**src/hw/rtl/mlqs_pkg.sv**
```systemverilog
// shared types and constants for the multilevel queue scheduler
package mlqs_pkg;

  typedef struct packed {
    logic [15:0] rem;
    logic [7:0]  prio;
    logic [7:0]  id;
  } entry_t;

  typedef enum logic [1:0] {
    MODE_IDLE = 2'd0,
    MODE_PRIO = 2'd1,
    MODE_RR   = 2'd2
  } run_mode_t;

  typedef enum logic {
    ST_IDLE = 1'b0,
    ST_EXEC = 1'b1
  } ctl_state_t;

  typedef struct packed {
    logic ins;
    logic pop;
  } pq_ctl_t;

  typedef struct packed {
    logic pop;
    logic push;
  } rq_ctl_t;

  localparam logic FUNC_ARRIVE = 1'b0;
  localparam logic FUNC_TICK   = 1'b1;

  localparam logic [7:0] QUANTUM_RESET = 8'd2;

endpackage

```
**src/hw/rtl/multilevel_queue_scheduler_unit.sv**
```systemverilog
// top level of the two-level priority / round-robin process scheduler
//
//   channel  | handshake            | beat
//   ---------+----------------------+--------------------------------------------
//   input    | start / busy         | in_func, in_proc_id, in_priority_req, in_burst
//   result   | out_valid (strobe)   | out_running_valid, out_running_id,
//            |                      | out_finished, out_arrival_refused
//   config   | cfg_valid / cfg_ready| cfg_quantum
//
// an accepted item is loaded into the item register; the execute state then updates the
// queue chains and the run state and registers the result beat.
// busy is high for the one execute cycle; out_valid follows in the next cycle, in which
// a new item may already be accepted.
// sync reset empties both queues and sets quantum to 2; no clearing pass.
// results cannot be stalled; cfg_ready is always high.
module multilevel_queue_scheduler_unit #(
  parameter int DEPTH = 16
) (
  input  logic        clk,
  input  logic        rst_n,
  input  logic        start,
  output logic        busy,
  input  logic        in_func,
  input  logic [7:0]  in_proc_id,
  input  logic [7:0]  in_priority_req,
  input  logic [15:0] in_burst,
  output logic        out_valid,
  output logic        out_running_valid,
  output logic [7:0]  out_running_id,
  output logic        out_finished,
  output logic        out_arrival_refused,
  input  logic        cfg_valid,
  output logic        cfg_ready,
  input  logic [7:0]  cfg_quantum
);

  localparam int CW = $clog2(DEPTH + 1);
  localparam int IW = $clog2(DEPTH);

  mlqs_pkg::ctl_state_t state_r, state_nxt;
  mlqs_pkg::run_mode_t  mode_r, mode_nxt;
  mlqs_pkg::entry_t     cur_r, cur_nxt;
  logic [7:0]           slice_r, slice_nxt;
  logic [7:0]           quantum_r;
  logic [CW-1:0]        pcount_r, pcount_nxt;
  logic [CW-1:0]        rcount_r, rcount_nxt;
  logic [CW-1:0]        pending_r, pending_nxt;

  logic                 func_r;
  mlqs_pkg::entry_t     item_r;

  logic                 out_valid_r, out_valid_nxt;
  logic                 res_valid_r, res_valid_nxt;
  logic [7:0]           res_id_r, res_id_nxt;
  logic                 res_fin_r, res_fin_nxt;
  logic                 res_ref_r, res_ref_nxt;

  mlqs_pkg::pq_ctl_t    pq_ctl;
  mlqs_pkg::rq_ctl_t    rq_ctl;
  mlqs_pkg::entry_t     rq_new;
  logic [IW-1:0]        rq_wr_pos;

  mlqs_pkg::entry_t     pq_entry [DEPTH];
  logic                 pq_le    [DEPTH];
  mlqs_pkg::entry_t     rq_entry [DEPTH];

  assign busy                = (state_r == mlqs_pkg::ST_EXEC);
  assign cfg_ready           = 1'b1;
  assign out_valid           = out_valid_r;
  assign out_running_valid   = res_valid_r;
  assign out_running_id      = res_id_r;
  assign out_finished        = res_fin_r;
  assign out_arrival_refused = res_ref_r;

  assign rq_wr_pos = rq_ctl.pop ? IW'(rcount_r - CW'(1)) : IW'(rcount_r);

  // cell chains
  for (genvar g = 0; g < DEPTH; g++) begin : g_cells
    mlqs_pkg::entry_t p_prev, p_next, r_next;
    logic             p_prev_le;

    if (g == 0) begin : g_first
      assign p_prev    = item_r;
      assign p_prev_le = 1'b1;
    end else begin : g_mid
      assign p_prev    = pq_entry[g-1];
      assign p_prev_le = pq_le[g-1];
    end

    if (g == DEPTH - 1) begin : g_last
      assign p_next = pq_entry[g];
      assign r_next = rq_entry[g];
    end else begin : g_inner
      assign p_next = pq_entry[g+1];
      assign r_next = rq_entry[g+1];
    end

    mlqs_prio_cell #(.CW(CW), .IDX(g)) u_pcell (
      .clk        (clk),
      .ctl        (pq_ctl),
      .count      (pcount_r),
      .new_entry  (item_r),
      .prev_entry (p_prev),
      .prev_le    (p_prev_le),
      .next_entry (p_next),
      .entry      (pq_entry[g]),
      .le         (pq_le[g])
    );

    mlqs_rr_cell #(.IW(IW), .IDX(g)) u_rcell (
      .clk        (clk),
      .ctl        (rq_ctl),
      .wr_pos     (rq_wr_pos),
      .new_entry  (rq_new),
      .next_entry (r_next),
      .entry      (rq_entry[g])
    );
  end

  always_comb begin
    state_nxt     = state_r;
    mode_nxt      = mode_r;
    cur_nxt       = cur_r;
    slice_nxt     = slice_r;
    pcount_nxt    = pcount_r;
    rcount_nxt    = rcount_r;
    pending_nxt   = pending_r;
    out_valid_nxt = 1'b0;
    res_valid_nxt = res_valid_r;
    res_id_nxt    = res_id_r;
    res_fin_nxt   = res_fin_r;
    res_ref_nxt   = res_ref_r;
    pq_ctl        = '0;
    rq_ctl        = '0;
    rq_new        = cur_r;

    unique case (state_r)
      mlqs_pkg::ST_IDLE: begin
        if (start) begin
          state_nxt = mlqs_pkg::ST_EXEC;
        end
      end
      mlqs_pkg::ST_EXEC: begin
        state_nxt     = mlqs_pkg::ST_IDLE;
        out_valid_nxt = 1'b1;
        res_valid_nxt = 1'b0;
        res_id_nxt    = 8'd0;
        res_fin_nxt   = 1'b0;
        res_ref_nxt   = 1'b0;
        if (func_r == mlqs_pkg::FUNC_ARRIVE) begin
          if (pending_r >= CW'(DEPTH)) begin
            res_ref_nxt = 1'b1;
          end else begin
            pq_ctl.ins  = 1'b1;
            pcount_nxt  = pcount_r + CW'(1);
            pending_nxt = pending_r + CW'(1);
          end
        end else begin
          // dispatch or preempt
          if (mode_r == mlqs_pkg::MODE_IDLE) begin
            if (pcount_r != '0) begin
              cur_nxt    = pq_entry[0];
              mode_nxt   = mlqs_pkg::MODE_PRIO;
              pq_ctl.pop = 1'b1;
            end else if (rcount_r != '0) begin
              cur_nxt    = rq_entry[0];
              mode_nxt   = mlqs_pkg::MODE_RR;
              slice_nxt  = quantum_r;
              rq_ctl.pop = 1'b1;
            end
          end else if (pcount_r != '0) begin
            if (mode_r == mlqs_pkg::MODE_RR ||
                pq_entry[0].prio < cur_r.prio) begin
              rq_ctl.push = 1'b1;
              rq_new      = cur_r;
              cur_nxt     = pq_entry[0];
              mode_nxt    = mlqs_pkg::MODE_PRIO;
              pq_ctl.pop  = 1'b1;
            end
          end
          // run one unit
          if (mode_nxt != mlqs_pkg::MODE_IDLE) begin
            res_valid_nxt = 1'b1;
            res_id_nxt    = cur_nxt.id;
            if (cur_nxt.rem <= 16'd1) begin
              res_fin_nxt = 1'b1;
              cur_nxt.rem = 16'd0;
              mode_nxt    = mlqs_pkg::MODE_IDLE;
              if (pending_r != '0) begin
                pending_nxt = pending_r - CW'(1);
              end
            end else begin
              cur_nxt.rem = cur_nxt.rem - 16'd1;
              if (mode_nxt == mlqs_pkg::MODE_RR) begin
                if (slice_nxt <= 8'd1) begin
                  slice_nxt   = 8'd0;
                  rq_ctl.push = 1'b1;
                  rq_new      = cur_nxt;
                  mode_nxt    = mlqs_pkg::MODE_IDLE;
                end else begin
                  slice_nxt = slice_nxt - 8'd1;
                end
              end
            end
          end
          pcount_nxt = pcount_r - CW'(pq_ctl.pop);
          rcount_nxt = rcount_r - CW'(rq_ctl.pop) + CW'(rq_ctl.push);
        end
      end
      default: state_nxt = mlqs_pkg::ST_IDLE;
    endcase
  end

  always_ff @(posedge clk) begin
    if (!rst_n) begin
      state_r     <= mlqs_pkg::ST_IDLE;
      mode_r      <= mlqs_pkg::MODE_IDLE;
      cur_r       <= '0;
      slice_r     <= 8'd0;
      quantum_r   <= mlqs_pkg::QUANTUM_RESET;
      pcount_r    <= '0;
      rcount_r    <= '0;
      pending_r   <= '0;
      out_valid_r <= 1'b0;
    end else begin
      state_r     <= state_nxt;
      mode_r      <= mode_nxt;
      cur_r       <= cur_nxt;
      slice_r     <= slice_nxt;
      pcount_r    <= pcount_nxt;
      rcount_r    <= rcount_nxt;
      pending_r   <= pending_nxt;
      out_valid_r <= out_valid_nxt;
      if (cfg_valid && cfg_ready) begin
        quantum_r <= cfg_quantum;
      end
    end
  end

  // item and result beat payload
  always_ff @(posedge clk) begin
    if (start && !busy) begin
      func_r      <= in_func;
      item_r.id   <= in_proc_id;
      item_r.prio <= in_priority_req;
      item_r.rem  <= in_burst;
    end
    res_valid_r <= res_valid_nxt;
    res_id_r    <= res_id_nxt;
    res_fin_r   <= res_fin_nxt;
    res_ref_r   <= res_ref_nxt;
  end

endmodule

```
**src/hw/rtl/mlqs_prio_cell.sv**
```systemverilog
// one slot of the sorted priority queue shift chain
module mlqs_prio_cell #(
  parameter int CW  = 5,
  parameter int IDX = 0
) (
  input  logic             clk,
  input  mlqs_pkg::pq_ctl_t ctl,
  input  logic [CW-1:0]    count,
  input  mlqs_pkg::entry_t new_entry,
  input  mlqs_pkg::entry_t prev_entry,
  input  logic             prev_le,
  input  mlqs_pkg::entry_t next_entry,
  output mlqs_pkg::entry_t entry,
  output logic             le
);

  localparam logic [CW-1:0] MY_POS = CW'(IDX);

  mlqs_pkg::entry_t entry_r;
  mlqs_pkg::entry_t entry_nxt;

  // slot holds a live entry that sorts at or before the newcomer
  assign le    = (MY_POS < count) && (entry_r.prio <= new_entry.prio);
  assign entry = entry_r;

  always_comb begin
    entry_nxt = entry_r;
    if (ctl.pop) begin
      entry_nxt = next_entry;
    end else if (ctl.ins && !le) begin
      entry_nxt = prev_le ? new_entry : prev_entry;
    end
  end

  always_ff @(posedge clk) begin
    entry_r <= entry_nxt;
  end

endmodule

```
**src/hw/rtl/mlqs_rr_cell.sv**
```systemverilog
// one slot of the round-robin fifo shift chain
module mlqs_rr_cell #(
  parameter int IW  = 4,
  parameter int IDX = 0
) (
  input  logic             clk,
  input  mlqs_pkg::rq_ctl_t ctl,
  input  logic [IW-1:0]    wr_pos,
  input  mlqs_pkg::entry_t new_entry,
  input  mlqs_pkg::entry_t next_entry,
  output mlqs_pkg::entry_t entry
);

  localparam logic [IW-1:0] MY_POS = IW'(IDX);

  mlqs_pkg::entry_t entry_r;
  mlqs_pkg::entry_t entry_nxt;

  assign entry = entry_r;

  always_comb begin
    entry_nxt = entry_r;
    if (ctl.pop) begin
      entry_nxt = next_entry;
    end
    if (ctl.push && (wr_pos == MY_POS)) begin
      entry_nxt = new_entry;
    end
  end

  always_ff @(posedge clk) begin
    entry_r <= entry_nxt;
  end

endmodule

```
**config.mk**
```make
export PLATFORM = sky130hd
export DESIGN_NAME = multilevel_queue_scheduler_unit
export DESIGN_NICKNAME = d
export VERILOG_FILES = /design/src/hw/rtl/mlqs_pkg.sv /design/src/hw/rtl/multilevel_queue_scheduler_unit.sv /design/src/hw/rtl/mlqs_prio_cell.sv /design/src/hw/rtl/mlqs_rr_cell.sv
export SDC_FILE = /design/constraint.sdc
export NUM_CORES = 2
export LEC_CHECK = 0
export ABC_CLOCK_PERIOD_IN_PS = 7020
export BUFFER_PORTS_ARGS = -buffer_cell sky130_fd_sc_hd__buf_2
export CAP_MARGIN = 30
export CORE_ASPECT_RATIO = 0.9
export CORE_MARGIN = 2
export CORE_UTILIZATION = 64
export DETAILED_ROUTE_END_ITERATION = 7
export HOLD_SLACK_MARGIN = 0.15
export PLACE_DENSITY_LB_ADDON = 0.25
export SKIP_LAST_GASP = 1
export SYNTH_ARGS = -nofsm -noshare
export SYNTH_HDL_FRONTEND = slang
export SYNTH_SLANG_ARGS = --single-unit
```
**constraint.sdc**
```tcl
create_clock -name clk -period 7.02 [get_ports clk]
set_clock_uncertainty 0.1 [all_clocks]
set_input_delay 1.755 -clock clk [delete_from_list [all_inputs] [get_ports clk]]
set_output_delay 1.755 -clock clk [all_outputs]
set_load 0.01 [all_outputs]
```
==> reports/metrics.json <==
{
  "flow.area_growth_from_synthesis_pct": 8.84,
  "worst_r2r_path_depth": 24,
  "worstSetupPathType": "flip-flop to flip-flop",
  "worstReg2RegStart": "pcount_r[4]",
  "regToRegSetupSlack_ns": 1.28,
  "cts.repair_timing.setup_buffer_count": 0,
  "totalNegativeSetupSlack_ns": 0,
  "path_max_fanout": 17,
  "pwr-share-clk_pct": 37.4,
  "footprint_of_the_multi_input_gates_um2": 20900,
  "p_int_uw": 12000,
  "worstSetupStartpointType": "flip-flop",
  "combinationalPowerShare_pct": 12.9,
  "routabilityCongestion": 0.918,
  "first_global_vias": 37208,
  "required_ns": 7.53,
  "synth_area_um2": 55900,
  "maxCapViolations": 0,
  "finalWorstPathRequiredPeriod_ns": 5.74,
  "synthesis.instances": 5017,
  "ys.warnings.count": 0,
  "end_kind": "flip-flop",
  "final_setup_fails": 0,
  "antenna_found_initial": 3,
  "power.share.switching_pct": 25.7,
  "overflow": 0,
  "r2r_end": "rcount_r[4]",
  "max_stage_delay_on_crit_path_ns": 0.54,
  "finalMaxSlewViolations": 0,
  "grt_pass1_wl_mm": 207,
  "vias": 38448,
  "die_height_um": 284,
  "boundaryPins": 59,
  "clockBufferDepth": 3,
  "post_cts_resize_count": 0,
  "post_route_cells_drive_above_1_share_pct": 9.10,
  "netlist-cell-type-count": 80,
  "synth.net_count": 5223,
  "drt.antenna.violating_nets": 0,
  "placeableCoreArea_um2": 86300,
  "most_frequent_cells_in_the_layout": "nand2_1, edfxtp_1, o21ai_0",
  "min-delay-start": "pending_r[2]",
  "ys_async_sr_fraction_pct": 0,
  "dominant_combinational_cell_family_by_area_after_synthesis": "compound AO/OA/AOI/OAI gates",
  "maxClockFrequency_mhz": 174,
  "cts.sinks": 1135,
  "setup_ws_ns": 1.28,
  "path_clk_slew_ns": 0.06,
  "avgSynthCellArea_um2": 11.1,
  "grt_max_degree": 235,
  "hold-path-cell-count": 2,
  "synth_xor_area_share_pct": 0.470,
  "post_synthesis_sequential_area_ratio_pct": 59.7,
  "netSwitchingPower_uw": 4160,
  "peakVddDrop_mv": 0.210,
  "power_leakage_uw": 0.0216,
  "status": "completed",
  "report.final.hold_viol_count": 0,
  "timing.critical_path.cells": "nor3_2 -> nand2_1 -> o211a_1 -> o32ai_1 -> nor2_1 -> inv_1 -> ha_1 -> nor2_1 -> nor4b_1 -> nand2_1 -> o2bb2ai_2 -> inv_1 -> ha_1 -> inv_1 -> ha_1 -> inv_1 -> fa_1 -> nor2_1 -> nor2_1 -> nor2_1 -> nor2_1 -> xnor2_1 -> or3_1 -> a21boi_0",
  "grt_setup_unrepaired": "false",
  "die_area_um2": 89800,
  "detailedPlacementHpwl_mm": 84.9,
  "die_w_um": 316,
  "detail_route.first_pass.iterations": 6,
  "clkLatencyLatePin_ns": 0.71,
  "clock_tree.htree_level_count": 3,
  "slew-limit-headroom_pct": 30.8,
  "synth-simple-area-share_pct": 10.5,
  "register_area_um2": 33400,
  "preCtsSetupSlack_ns": 1.37,
  "floorplan.initialDensity_pct": 64.8,
  "cts_made_buffers": 111,
  "period_share_pct": 81.7,
  "grtUsageTotal_pct": 29.0,
  "nFillCells": 6231,
  "synth-edff-count": 1068,
  "synthMuxAreaShare_pct": 9.08,
  "placementRows": 102,
  "power_frac_seq_pct": 49.7,
  "tightest_pin_transition_ns": 1.03,
  "detail_route.drc_violations": 0,
  "tritoncts": "yes",
  "ys_seq_elements": 1135,
  "layout.cells.most_common": "nand2_1",
  "drt_iter0_markers": 4368,
  "worst_min_path_class": "flip-flop to flip-flop",
  "synth-compound-area-share_pct": 13.0,
  "power.density_nw_per_um2": 266,
  "hold-path-endpoint": "pending_r[2]",
  "layout.nets": 5102,
  "synth_adder_area_share_pct": 3.64,
  "timing.critical_path.arrival_ns": 6.24,
  "critical-path-slowest-cell": "nor3_2",
  "clockRootBuffer": "clkbuf_16",
  "wl_per_cell_um": 21.4,
  "dominantRegCellSynth": "edfxtp_1",
  "hold_fix_buffers_cts": 0,
  "placement.io_buffers": 57,
  "crit_top_cell": "nor2_1",
  "routed_via_density": 6.27,
  "routed_wirelength_mm": 131
}
[critical path, delay by kind of cell (launching register included)]
family,cells,cell delay (ns)
and+or+nand+nor,11,2.31
AOI/OAI and AO/OA,4,1.27
adders and majority gates,4,1.02
DFF,1,0.45
buffers and inverters,4,0.37
xor gates and xnor gates,1,0.13
[worst max path at each step]
| stage | startpoint | endpoint | slack [ns] | cells after the start |
|---|---|---|---|---|
| finish | pcount_r[4] | rcount_r[4] | 1.28 | 24 |
| global route | pcount_r[4] | rcount_r[4] | 0.74 | 24 |
| CTS | pcount_r[4] | rcount_r[4] | 1.34 | 24 |
| detailed placement | pcount_r[4] | rcount_r[4] | 1.37 | 24 |
| global placement | pcount_r[4] | rcount_r[4] | 1.53 | 24 |
| floorplan | g_cells[0].u_pcell.entry[15] | g_cells[15].u_pcell.entry[0] | 1.62 | 11 |
[flip-flops by register name, indices dropped and copies added (netlist names), 2 cells and up]
register	cells
pcount_r	5
g_cells.u_pcell.entry	512
g_cells.p_prev	32
cur_r	32
mode_r	2
quantum_r	8
slice_r	8
pending_r	5
rcount_r	5
out_running_id	8
g_cells.u_rcell.entry	512
[metal layers]
layer | wire length, um | vias to the layer above | GRT usage [%]
li1 | - | 17975 | -
met1 | 59600 | 18859 | 44.2
met2 | 58900 | 1413 | 44.4
met3 | 9980 | 199 | 4.42
met4 | 2490 | 2 | 6.45
met5 | 13 | - | 0
[power by group through the flow]
stage | Clock (uW) | Combinational, uW | Sequential, uW
CTS | 6120 | 2070 | 8050
finish | 6050 | 2100 | 8050
global route | 6370 | 2300 | 8080
floorplan | 0 | 1510 | 8100
global placement | 0 | 1970 | 8180
detailed placement | 0 | 2050 | 8180
[metrics by stage]
step | instance area (um^2) | total power [uW] | util [%] | cells | hold WS (ns)
2_1_floorplan | 55900 | 9600 | - | 5017 | 0.341
3_3_place_gp | 57000 | 10100 | 66.1 | 5918 | 0.366
3_5_place_dp | 57200 | 10200 | 66.3 | 5926 | 0.372
4_1_cts | 60900 | 16200 | 70.5 | 6131 | 0.378
5_1_grt | 60900 | 16800 | 70.6 | 6132 | 0.425
6_report | 60900 | 16200 | 70.6 | 6133 | 0.380
[final cells by class]
class                      instances  area share, %
clock inverter                    70           1.24
multi-input combinational       3412           34.3
clock buffer                     135           4.78
antenna                            1        0.00411
sequential                      1135           54.9
tap                             1144           2.35
timing repair buffer             149           1.92
inverter                          87          0.536
[cells in the mapped netlist (all sizes together) (11+ instances only)]
cell / instances / area [um^2]
nor2: 95 / 377
clkbuf: 259 / 976
edfxtp: 1068 / 32100
nor2b: 34 / 213
a21oi: 95 / 528
mux2: 35 / 394
and2: 11 / 68.8
a222oi: 17 / 170
buf: 124 / 714
ha: 158 / 1980
xnor2: 25 / 219
inv: 87 / 327
a21o: 25 / 188
nor3: 15 / 85.1
nand3: 53 / 265
mux2i: 457 / 4690
a31oi: 12 / 75.1
o21ai: 1037 / 5270
o21a: 17 / 135
nand2b: 24 / 150
nand2: 1126 / 4230
dfxtp: 67 / 1340
nand4: 29 / 181
o211a: 28 / 280
o211ai: 12 / 100
[kinds of logic (layout without fill, tap and decap cells)]
| logic type | count (synthesis) | in the layout |
|---|---|---|
| AND/OR/NAND/NOR | 1427 | 1427 |
| XOR/XNOR | 30 | 30 |
| adder cells (fa/ha/maj) | 161 | 161 |
| buffers and inverters | 470 | 441 |
| flip-flops | 1135 | 1135 |
| AO/OA/AOI/OAI | 1301 | 1301 |
| multiplexers | 492 | 492 |
| other | 1 | 2 |
Power figures use the tool's default switching activity.
